File: config.mk
export PLATFORM = sky130hd
export DESIGN_NAME = static_nat_rule_match_unit
export DESIGN_NICKNAME = d
export VERILOG_FILES = /design/src/rtl/core/snrm_pkg.sv /design/src/rtl/core/static_nat_rule_match_unit.sv
export SDC_FILE = /design/constraint.sdc
export NUM_CORES = 2
export LEC_CHECK = 0
export ABC_AREA = 0
export BUFFER_PORTS_ARGS = -buffer_cell sky130_fd_sc_hd__buf_2
export CAP_MARGIN = 5
export CORE_AREA = 2 2 322 642
export CTS_CLUSTER_SIZE = 16
export DETAILED_ROUTE_END_ITERATION = 8
export DIE_AREA = 0 0 324 644
export GPL_TIMING_DRIVEN = 1
export PLACE_DENSITY_LB_ADDON = 0.25
export SYNTH_ARGS = -nofsm -noshare
export SYNTH_HDL_FRONTEND = slang
export SYNTH_SLANG_ARGS = --single-unit
File: constraint.sdc
create_clock -name clk -period 8.5 [get_ports clk]
set_input_delay 0.425 -clock clk [delete_from_list [all_inputs] [get_ports clk]]
set_output_delay 0.425 -clock clk [all_outputs]
set_load 0.005 [all_outputs]
File: src/rtl/core/snrm_pkg.sv
package snrm_pkg;

  localparam logic [1:0] OP_XLATE = 2'd0;
  localparam logic [1:0] OP_WRITE = 2'd1;
  localparam logic [1:0] OP_CLEAR = 2'd2;

  localparam logic [7:0] PROTO_TCP = 8'd6;
  localparam logic [7:0] PROTO_UDP = 8'd17;

  typedef struct packed {
    logic [1:0]  opcode;
    logic [3:0]  rule_index;
    logic [7:0]  protocol;
    logic [31:0] addr_a;
    logic [15:0] port_a;
    logic [31:0] addr_b;
    logic [15:0] port_b;
    logic        nat_direction;
    logic        rule_enable;
  } snrm_in_t;

  typedef struct packed {
    logic [31:0] out_src_addr;
    logic [15:0] out_src_port;
    logic [31:0] out_dst_addr;
    logic [15:0] out_dst_port;
    logic        hit;
    logic [3:0]  hit_index;
  } snrm_out_t;

  typedef struct packed {
    logic        dir;
    logic [7:0]  protocol;
    logic [31:0] match_addr;
    logic [15:0] match_port;
    logic [31:0] xlat_addr;
    logic [15:0] xlat_port;
  } snrm_rule_t;

endpackage

File: src/rtl/core/static_nat_rule_match_unit.sv
// Channel   Direction  Ports                       Transfer when
// input     in         in_valid, in_stall, in_data in_valid && !in_stall
// result    out        out_valid, out_stall, out_data out_valid && !out_stall
//
// A translate walks the rule table one entry per cycle through a single
// registered read port and one comparator, and stops at the first matching
// entry or after the last one. Its result then waits in the done state until
// the output register is free and loads there; the input frees up in the
// cycle after that load. A rule write, a clear or an unused opcode goes
// straight to the done state and loads its result the same way.
// Reset (rst_n low, synchronous) clears the valid marks, the sequencer and
// the output valid flag; rule contents and result data are left as they are.
// A stalled result sits in the output register while the next item is taken;
// the sequencer only waits when it has a new result and the register is full.
module static_nat_rule_match_unit
  import snrm_pkg::*;
#(
  parameter int RULES = 16
) (
  input  logic      clk,
  input  logic      rst_n,
  input  logic      in_valid,
  output logic      in_stall,
  input  snrm_in_t  in_data,
  output logic      out_valid,
  input  logic      out_stall,
  output snrm_out_t out_data
);

  localparam int IW = (RULES > 1) ? $clog2(RULES) : 1;
  localparam int CW = $clog2(RULES + 1);

  // sequencer codes
  localparam logic [1:0] ST_IDLE = 2'd0;
  localparam logic [1:0] ST_SCAN = 2'd1;
  localparam logic [1:0] ST_DONE = 2'd2;

  logic [1:0]       state_r, state_nxt;
  logic [RULES-1:0] valid_r;
  snrm_rule_t       rule_mem [RULES];
  snrm_rule_t       rd_rule_r;
  logic             rd_vld_r;
  logic [IW-1:0]    rd_idx_r;
  logic             cmp_pend_r;
  logic [CW-1:0]    issue_r;
  snrm_in_t         hdr_r;
  snrm_out_t        res_r;
  snrm_out_t        out_r;
  logic             out_valid_r;

  logic             in_xfer;
  logic             issue_go;
  logic [IW-1:0]    rd_addr;
  logic             wr_go;
  logic [IW-1:0]    wr_addr;
  logic             has_ports;
  logic [15:0]      sp;
  logic [15:0]      dp;
  logic             rule_hit;
  logic             scan_end;
  logic             res_load;
  snrm_out_t        echo;
  snrm_out_t        hit_res;
  snrm_rule_t       wr_rule;

  assign in_stall = (state_r != ST_IDLE);
  assign in_xfer  = in_valid && !in_stall;

  assign out_valid = out_valid_r;
  assign out_data  = out_r;

  // table write port
  assign wr_go   = in_xfer && (in_data.opcode == OP_WRITE) && (in_data.rule_index < RULES);
  assign wr_addr = IW'(in_data.rule_index);
  assign wr_rule = '{dir: in_data.nat_direction, protocol: in_data.protocol,
                     match_addr: in_data.addr_a, match_port: in_data.port_a,
                     xlat_addr: in_data.addr_b, xlat_port: in_data.port_b};

  // walk the table one entry per cycle
  assign issue_go = (state_r == ST_SCAN) && (issue_r < CW'(RULES));
  assign rd_addr  = issue_r[IW-1:0];

  always_ff @(posedge clk) begin
    if (wr_go) begin
      rule_mem[wr_addr] <= wr_rule;
    end
    if (issue_go) begin
      rd_rule_r <= rule_mem[rd_addr];
      rd_idx_r  <= rd_addr;
    end
  end

  // compare stage on the entry read last cycle
  assign has_ports = (hdr_r.protocol == PROTO_TCP) || (hdr_r.protocol == PROTO_UDP);
  assign sp = has_ports ? hdr_r.port_a : 16'd0;
  assign dp = has_ports ? hdr_r.port_b : 16'd0;

  always_comb begin
    rule_hit = 1'b0;
    if (cmp_pend_r && rd_vld_r && (rd_rule_r.protocol == hdr_r.protocol)) begin
      if (!rd_rule_r.dir) begin
        rule_hit = (rd_rule_r.match_addr == hdr_r.addr_a) && (rd_rule_r.match_port == sp);
      end else begin
        rule_hit = (rd_rule_r.match_addr == hdr_r.addr_b) && (rd_rule_r.match_port == dp);
      end
    end
  end

  assign scan_end = (state_r == ST_SCAN) && !cmp_pend_r && (issue_r == CW'(RULES));

  always_comb begin
    echo.out_src_addr = hdr_r.addr_a;
    echo.out_src_port = hdr_r.port_a;
    echo.out_dst_addr = hdr_r.addr_b;
    echo.out_dst_port = hdr_r.port_b;
    echo.hit          = 1'b0;
    echo.hit_index    = 4'd0;
    hit_res           = echo;
    hit_res.hit       = 1'b1;
    hit_res.hit_index = 4'(rd_idx_r);
    if (!rd_rule_r.dir) begin
      hit_res.out_src_addr = rd_rule_r.xlat_addr;
      if (has_ports) begin
        hit_res.out_src_port = rd_rule_r.xlat_port;
      end
    end else begin
      hit_res.out_dst_addr = rd_rule_r.xlat_addr;
      if (has_ports) begin
        hit_res.out_dst_port = rd_rule_r.xlat_port;
      end
    end
  end

  assign res_load = (state_r == ST_DONE) && (!out_valid_r || !out_stall);

  always_comb begin
    state_nxt = state_r;
    unique case (state_r)
      ST_IDLE: begin
        if (in_xfer) begin
          state_nxt = (in_data.opcode == OP_XLATE) ? ST_SCAN : ST_DONE;
        end
      end
      ST_SCAN: begin
        if (rule_hit || scan_end) begin
          state_nxt = ST_DONE;
        end
      end
      ST_DONE: begin
        if (res_load) begin
          state_nxt = ST_IDLE;
        end
      end
      default: state_nxt = ST_IDLE;
    endcase
  end

  // control state
  always_ff @(posedge clk) begin
    if (!rst_n) begin
      state_r     <= ST_IDLE;
      valid_r     <= '0;
      cmp_pend_r  <= 1'b0;
      rd_vld_r    <= 1'b0;
      issue_r     <= '0;
      out_valid_r <= 1'b0;
    end else begin
      state_r <= state_nxt;
      if (in_xfer) begin
        unique case (in_data.opcode)
          OP_WRITE: begin
            if (wr_go) begin
              valid_r[wr_addr] <= in_data.rule_enable;
            end
          end
          OP_CLEAR: valid_r <= '0;
          default: ;
        endcase
      end
      if (in_xfer) begin
        issue_r    <= '0;
        cmp_pend_r <= 1'b0;
      end else if (state_r == ST_SCAN) begin
        cmp_pend_r <= issue_go && !rule_hit;
        if (issue_go) begin
          issue_r  <= issue_r + CW'(1);
          rd_vld_r <= valid_r[rd_addr];
        end
      end else begin
        cmp_pend_r <= 1'b0;
      end
      if (res_load) begin
        out_valid_r <= 1'b1;
      end else if (!out_stall) begin
        out_valid_r <= 1'b0;
      end
    end
  end

  // payload: latch header, hold result until the output register frees up
  always_ff @(posedge clk) begin
    if (in_xfer) begin
      hdr_r <= in_data;
    end
    if (state_r == ST_IDLE) begin
      // echo of the incoming transfer; a walk overwrites it
      res_r <= '{out_src_addr: in_data.addr_a, out_src_port: in_data.port_a,
                 out_dst_addr: in_data.addr_b, out_dst_port: in_data.port_b,
                 hit: 1'b0, hit_index: 4'd0};
    end else if (state_r == ST_SCAN) begin
      if (rule_hit) begin
        res_r <= hit_res;
      end else begin
        res_r <= echo;
      end
    end
    if (res_load) begin
      out_r <= (state_r == ST_DONE) ? res_r : out_r;
    end
  end

  // a compare always follows an issued read
  a_issue_order: assert property (@(posedge clk) disable iff (!rst_n)
    cmp_pend_r |-> (issue_r != '0))
    else $error("compare pending with no entry issued");

  a_scan_bound: assert property (@(posedge clk) disable iff (!rst_n)
    (state_r == ST_SCAN) |-> (issue_r <= CW'(RULES)))
    else $error("table walk ran past the last rule");

  a_xlate_walk: assert property (@(posedge clk) disable iff (!rst_n)
    (in_xfer && (in_data.opcode == OP_XLATE)) |=> (state_r == ST_SCAN) && (issue_r == '0))
    else $error("translate did not start a table walk");

  a_miss_index: assert property (@(posedge clk) disable iff (!rst_n)
    (out_valid_r && !out_r.hit) |-> (out_r.hit_index == 4'd0))
    else $error("miss carries a nonzero rule index");

endmodule

==> summary by stage <==
Timing
The total count of max-transition violations in the final report was 0. At the pin with the least slew margin, the transition time is 1235 ps. After layout, the minimum clock period comes to 4878 ps. The final period utilization is 57.39%. The number of failing setup endpoints in the final timing report is 0.

Setup repair after global routing left no endpoint under its margin. Headroom to the max-slew limit came out at 16.93%. The highest clock frequency the design can meet is 205.0 MHz. The number of failing hold endpoints at the final stage is 0. The final setup skew is 61.77 ps. Adding up every negative setup slack in the final design gives 0 ps.

Routing
Using the TritonRoute via totals, the vias-per-cell ratio works out to 5.693. The final antenna-violating net count is 0. The first-pass iteration count of the detailed router is 6.

The average wire per standard cell is 31.72 um. The detailed router placed 39185 vias in this run. The first routing iteration left 4171 violations. The final wirelength is 218300 um. For this run, design rule violations remaining after detail routing come to 0.

Power
Sequential cells account for 57.0% of the total power. The switching part of the total is 21.14%. The internal portion of total power is 16.53 mW. The clock network accounts for 39.2% of the total power. The power per cell area is 228.2 nW/um^2. VDD sags by at most 0.0001520 V.

The part of the power in combinational logic is 3.9%. The standby leakage power is 27.92 nW. The analysis attributes to net switching a power of 4.432 mW.

Setup path
STA classifies the critical path startpoint as a flop. The reg-to-reg startpoint is state_r[1]. Walking the worst path, the cells encountered are nor2_2 > nand2_1 > nor3b_1 > nand3_1 > nor2_4 > buf_4 > buf_4. The largest single stage delay on the critical path is 920 ps. The endpoint identified for the worst register-to-register timing path is rule_mem[12][32]. Counting cells, the worst reg-to-reg path comes to 7. STA classifies the critical path endpoint as a flop. The top fanout value on the critical path is 59. The required time of the critical path is 8940 ps. The setup check on the worst reg-to-reg path leaves a slack of 3620 ps. For this design, the slowest cell found on the critical path is sky130_fd_sc_hd__buf_4. The cell that appears most often on the critical path is sky130_fd_sc_hd__buf_4. By startpoint and endpoint, the worst setup path is classified as flop to flop. The signal arrival time at the worst endpoint is 5310 ps.

Cells and area
The relative area change from synthesis to final layout is 13.19%. The share of layout cells above drive strength 1 is 26.64%. The layout has 17135 filler cells. The fraction of the core area covered by cells at the end of the flow is 44.95%. The final layout contains 4118 nets.

Clock tree
For this design, the sink count on the clock tree is 2121. The worst-case clock buffer depth is 4. Counting the buffers created by CTS gives 181. The level count of the clock H-tree is 4. After clock tree synthesis, the repair step resized 0 gates. After clock tree synthesis, the clock-pin slew on the worst setup and hold paths is 70 ps. TritonCTS built the clock tree.

The clock latency at the later pin of the worst-skew pair is 840 ps. The clock root buffer is sky130_fd_sc_hd__clkbuf_16. In this run the post-CTS setup repair buffer count came out at 0.

Global route
Entering global routing, the biggest net connects 144 pins. The overall routing resource usage is 20.84%. The number of antenna violations at the first check in global routing is 46. The met2 usage is 36.29%. For this run the aggregate overflow at the end of global routing stands at 0.

The global routing stage identified its most utilized layer as met2. For met1 alone, demand over resource in global routing was 27.15%. The via count of the first global-routing pass came to 40118.

The first global-routing pass estimated 306700 um of wire. The global-route track usage on met3 is 3.038%.

Logic synthesis
Summed over all instances, the cell type with the most area after synthesis is sky130_fd_sc_hd__edfxtp_1. Counting flops with an async set or reset pin after synthesis yields a share of 0%. Counting flops and latches in the post-synthesis netlist gives 2121. The share of synthesized area occupied by flip-flops and latches is 78.10%. Summing every instance area after synthesis gives 81150 sq um. The average cell area after synthesis is 22.06 sq um.

By area the synthesized netlist is led by sky130_fd_sc_hd__edfxtp_1 77%, sky130_fd_sc_hd__mux4_2 15%, sky130_fd_sc_hd__dfxtp_1 0.76%, sky130_fd_sc_hd__nor2_1 0.74%, sky130_fd_sc_hd__xnor2_1 0.66%. The number of nets produced by synthesis is 3796. For this run, the number of Yosys warnings is 0. In the synthesized netlist the dominant register cell turns out to be sky130_fd_sc_hd__edfxtp_1. The number of enable flip-flop cells after synthesis is 2090. After technology mapping, the gate count stands at 3678.

The fraction of post-synthesis cell area in the top cell type by area is 77.34%. Synthesis instantiated 57 different standard cells from the library.

Placed design
The detailed placement HPWL is 130600 um. Routability-driven placement finished with a final weighted congestion of 0.8716. The port buffer count is 218.

Floorplanning
For this configuration, the core starts out at a cell density of 39.71%. The core outline area is 204400 sq um. In this run the vertical extent of the chip is 644 um.

The overall die area is 208700 sq um. The die is 324 um wide. The total I/O pin count is 219.

The initialized floorplan defines 235 standard-cell rows.

Min path
The path category of the worst min-delay check is input pin to flop. The hold-critical path depth is 1. The startpoint identified for the worst hold timing path is in_data[24].

The hold path endpoint is echo[27].

Run
Max-cap violations in this run came to 0.

Run status
The flow ran to the end, and the final reports show no timing, DRC or antenna violations.
## flip-flops by register name (all words and copies together), names as in the netlist
signal,flops
cmp_pend_r,1
rd_rule_r,105
out_data,101
state_r,2
rd_vld_r,1
res_r,101
out_valid,1
valid_r,16
rule_mem,1680
issue_r,5
hdr_r,8
rd_idx_r,4
echo,96
## routing by layer
layer	routed length [um]	vias to the layer above
met3	13460	338
met1	85210	21285
li1	-	16085
met2	113400	1447
met4	6063	30
met5	189	-
## cell families (layout without fill, tap and decap cells)
| group | after synthesis | count (layout) | synth area share, % |
|---|---|---|---|
| XOR/XNOR | 90 | 90 | 0.9713 |
| multiplexers | 549 | 549 | 14.94 |
| buffers and inverters | 250 | 713 | 1.246 |
| flip-flops | 2121 | 2121 | 78.10 |
| AO/OA/AOI/OAI | 218 | 218 | 1.926 |
| AND/OR/NAND/NOR | 448 | 448 | 2.783 |
| adder cells (fa/ha/maj) | 2 | 2 | 0.03083 |
| other | 0 | 17 | 0 |
## critical path, delay by kind of cell (launching register included)
family	cells	cell delay, ps
and+or+nand+nor	5	2280
DFF	1	610
buffers and inverters	2	1490
## cells in the mapped netlist, types with 9 or more instances
cell type                  count
sky130_fd_sc_hd__edfxtp_1   2090
sky130_fd_sc_hd__mux4_2      530
sky130_fd_sc_hd__nor2_1      161
sky130_fd_sc_hd__clkbuf_1    138
sky130_fd_sc_hd__nand2_1      63
sky130_fd_sc_hd__xnor2_1      61
sky130_fd_sc_hd__inv_1        50
sky130_fd_sc_hd__o21ai_0      48
sky130_fd_sc_hd__nor4_1       42
sky130_fd_sc_hd__buf_1        41
sky130_fd_sc_hd__nor3_1       40
sky130_fd_sc_hd__a211oi_1     39
sky130_fd_sc_hd__nand2b_1     36
sky130_fd_sc_hd__nand3_1      35
sky130_fd_sc_hd__a311oi_1     32
sky130_fd_sc_hd__dfxtp_1      31
sky130_fd_sc_hd__xor2_1       29
sky130_fd_sc_hd__mux2i_1      19
sky130_fd_sc_hd__nand4_1      19
sky130_fd_sc_hd__a211o_1      18
sky130_fd_sc_hd__a21oi_1      16
sky130_fd_sc_hd__nand4b_1     16
sky130_fd_sc_hd__o311a_1      16
sky130_fd_sc_hd__o21ai_1      12
sky130_fd_sc_hd__buf_2        10
sky130_fd_sc_hd__a31oi_1       9
sky130_fd_sc_hd__nor4bb_1      9
## layout by cell type (no fill, tap or decap), types with 41 or more instances in the layout
master and count:
sky130_fd_sc_hd__clkinv_1 46, sky130_fd_sc_hd__xnor2_1 61, sky130_fd_sc_hd__nor4_1 41, sky130_fd_sc_hd__nand2_1 63, sky130_fd_sc_hd__buf_4 72, sky130_fd_sc_hd__clkbuf_16 186
sky130_fd_sc_hd__buf_2 218, sky130_fd_sc_hd__mux4_2 530, sky130_fd_sc_hd__dlygate4sd3_1 43, sky130_fd_sc_hd__nor2_1 142, sky130_fd_sc_hd__inv_1 48, sky130_fd_sc_hd__o21ai_0 48
sky130_fd_sc_hd__edfxtp_1 2090
## worst max-delay path by stage
stage               start                to  slack [ps]
2_1_floorplan  state_r[1]    rule_mem[5][0]        2110
3_3_place_gp   state_r[1]  rule_mem[12][83]        3580
3_5_place_dp   state_r[1]  rule_mem[12][84]        3630
4_1_cts        state_r[1]  rule_mem[12][34]        3610
5_1_grt        state_r[1]  rule_mem[12][32]        3390
6_report       state_r[1]  rule_mem[12][32]        3620
## metrics by stage
stage | hold WS, ps | area [sq um] | cells | setup slack [ps] | total power [mW]
finish | 36.86 | 91860 | 6883 | 3622 | 20.96
detailed placement | 408.4 | 85710 | 6499 | 3630 | 12.97
floorplan | 400.3 | 81150 | 3678 | 2114 | 12.48
global placement | 406.1 | 85710 | 6499 | 3582 | 12.95
global route | 31.41 | 91830 | 6873 | 3387 | 21.51
CTS | 0.3570 | 91810 | 6866 | 3615 | 21.12
## final cells by class
cell class                      count  area, sq um  share of cell area (%)
Antenna cell                       17        42.54                 0.04631
Clock buffer                      222         4790                   5.214
Clock inverter                    102        888.4                  0.9671
Inverter                           51        198.9                  0.2166
Multi-Input combinational cell   1307        16960                   18.47
Sequential cell                  2121        63400                   69.02
Tap cell                         2725         3410                   3.712
Timing Repair Buffer              338         2162                   2.354
## power by group through the flow
stage	sequential [mW]	combinational, mW	clock (mW)
floorplan	12.1	0.391	0
finish	11.9	0.808	8.21
global route	12.0	0.874	8.68
global placement	12.2	0.776	0
detailed placement	12.2	0.797	0
CTS	11.9	0.820	8.36
## what timing repair did
action,CTS,global route
endpoints found under the setup margin,0,0
hold buffers,43,0
endpoints found under the hold margin,369,0
(Power assumes the default switching activity.)
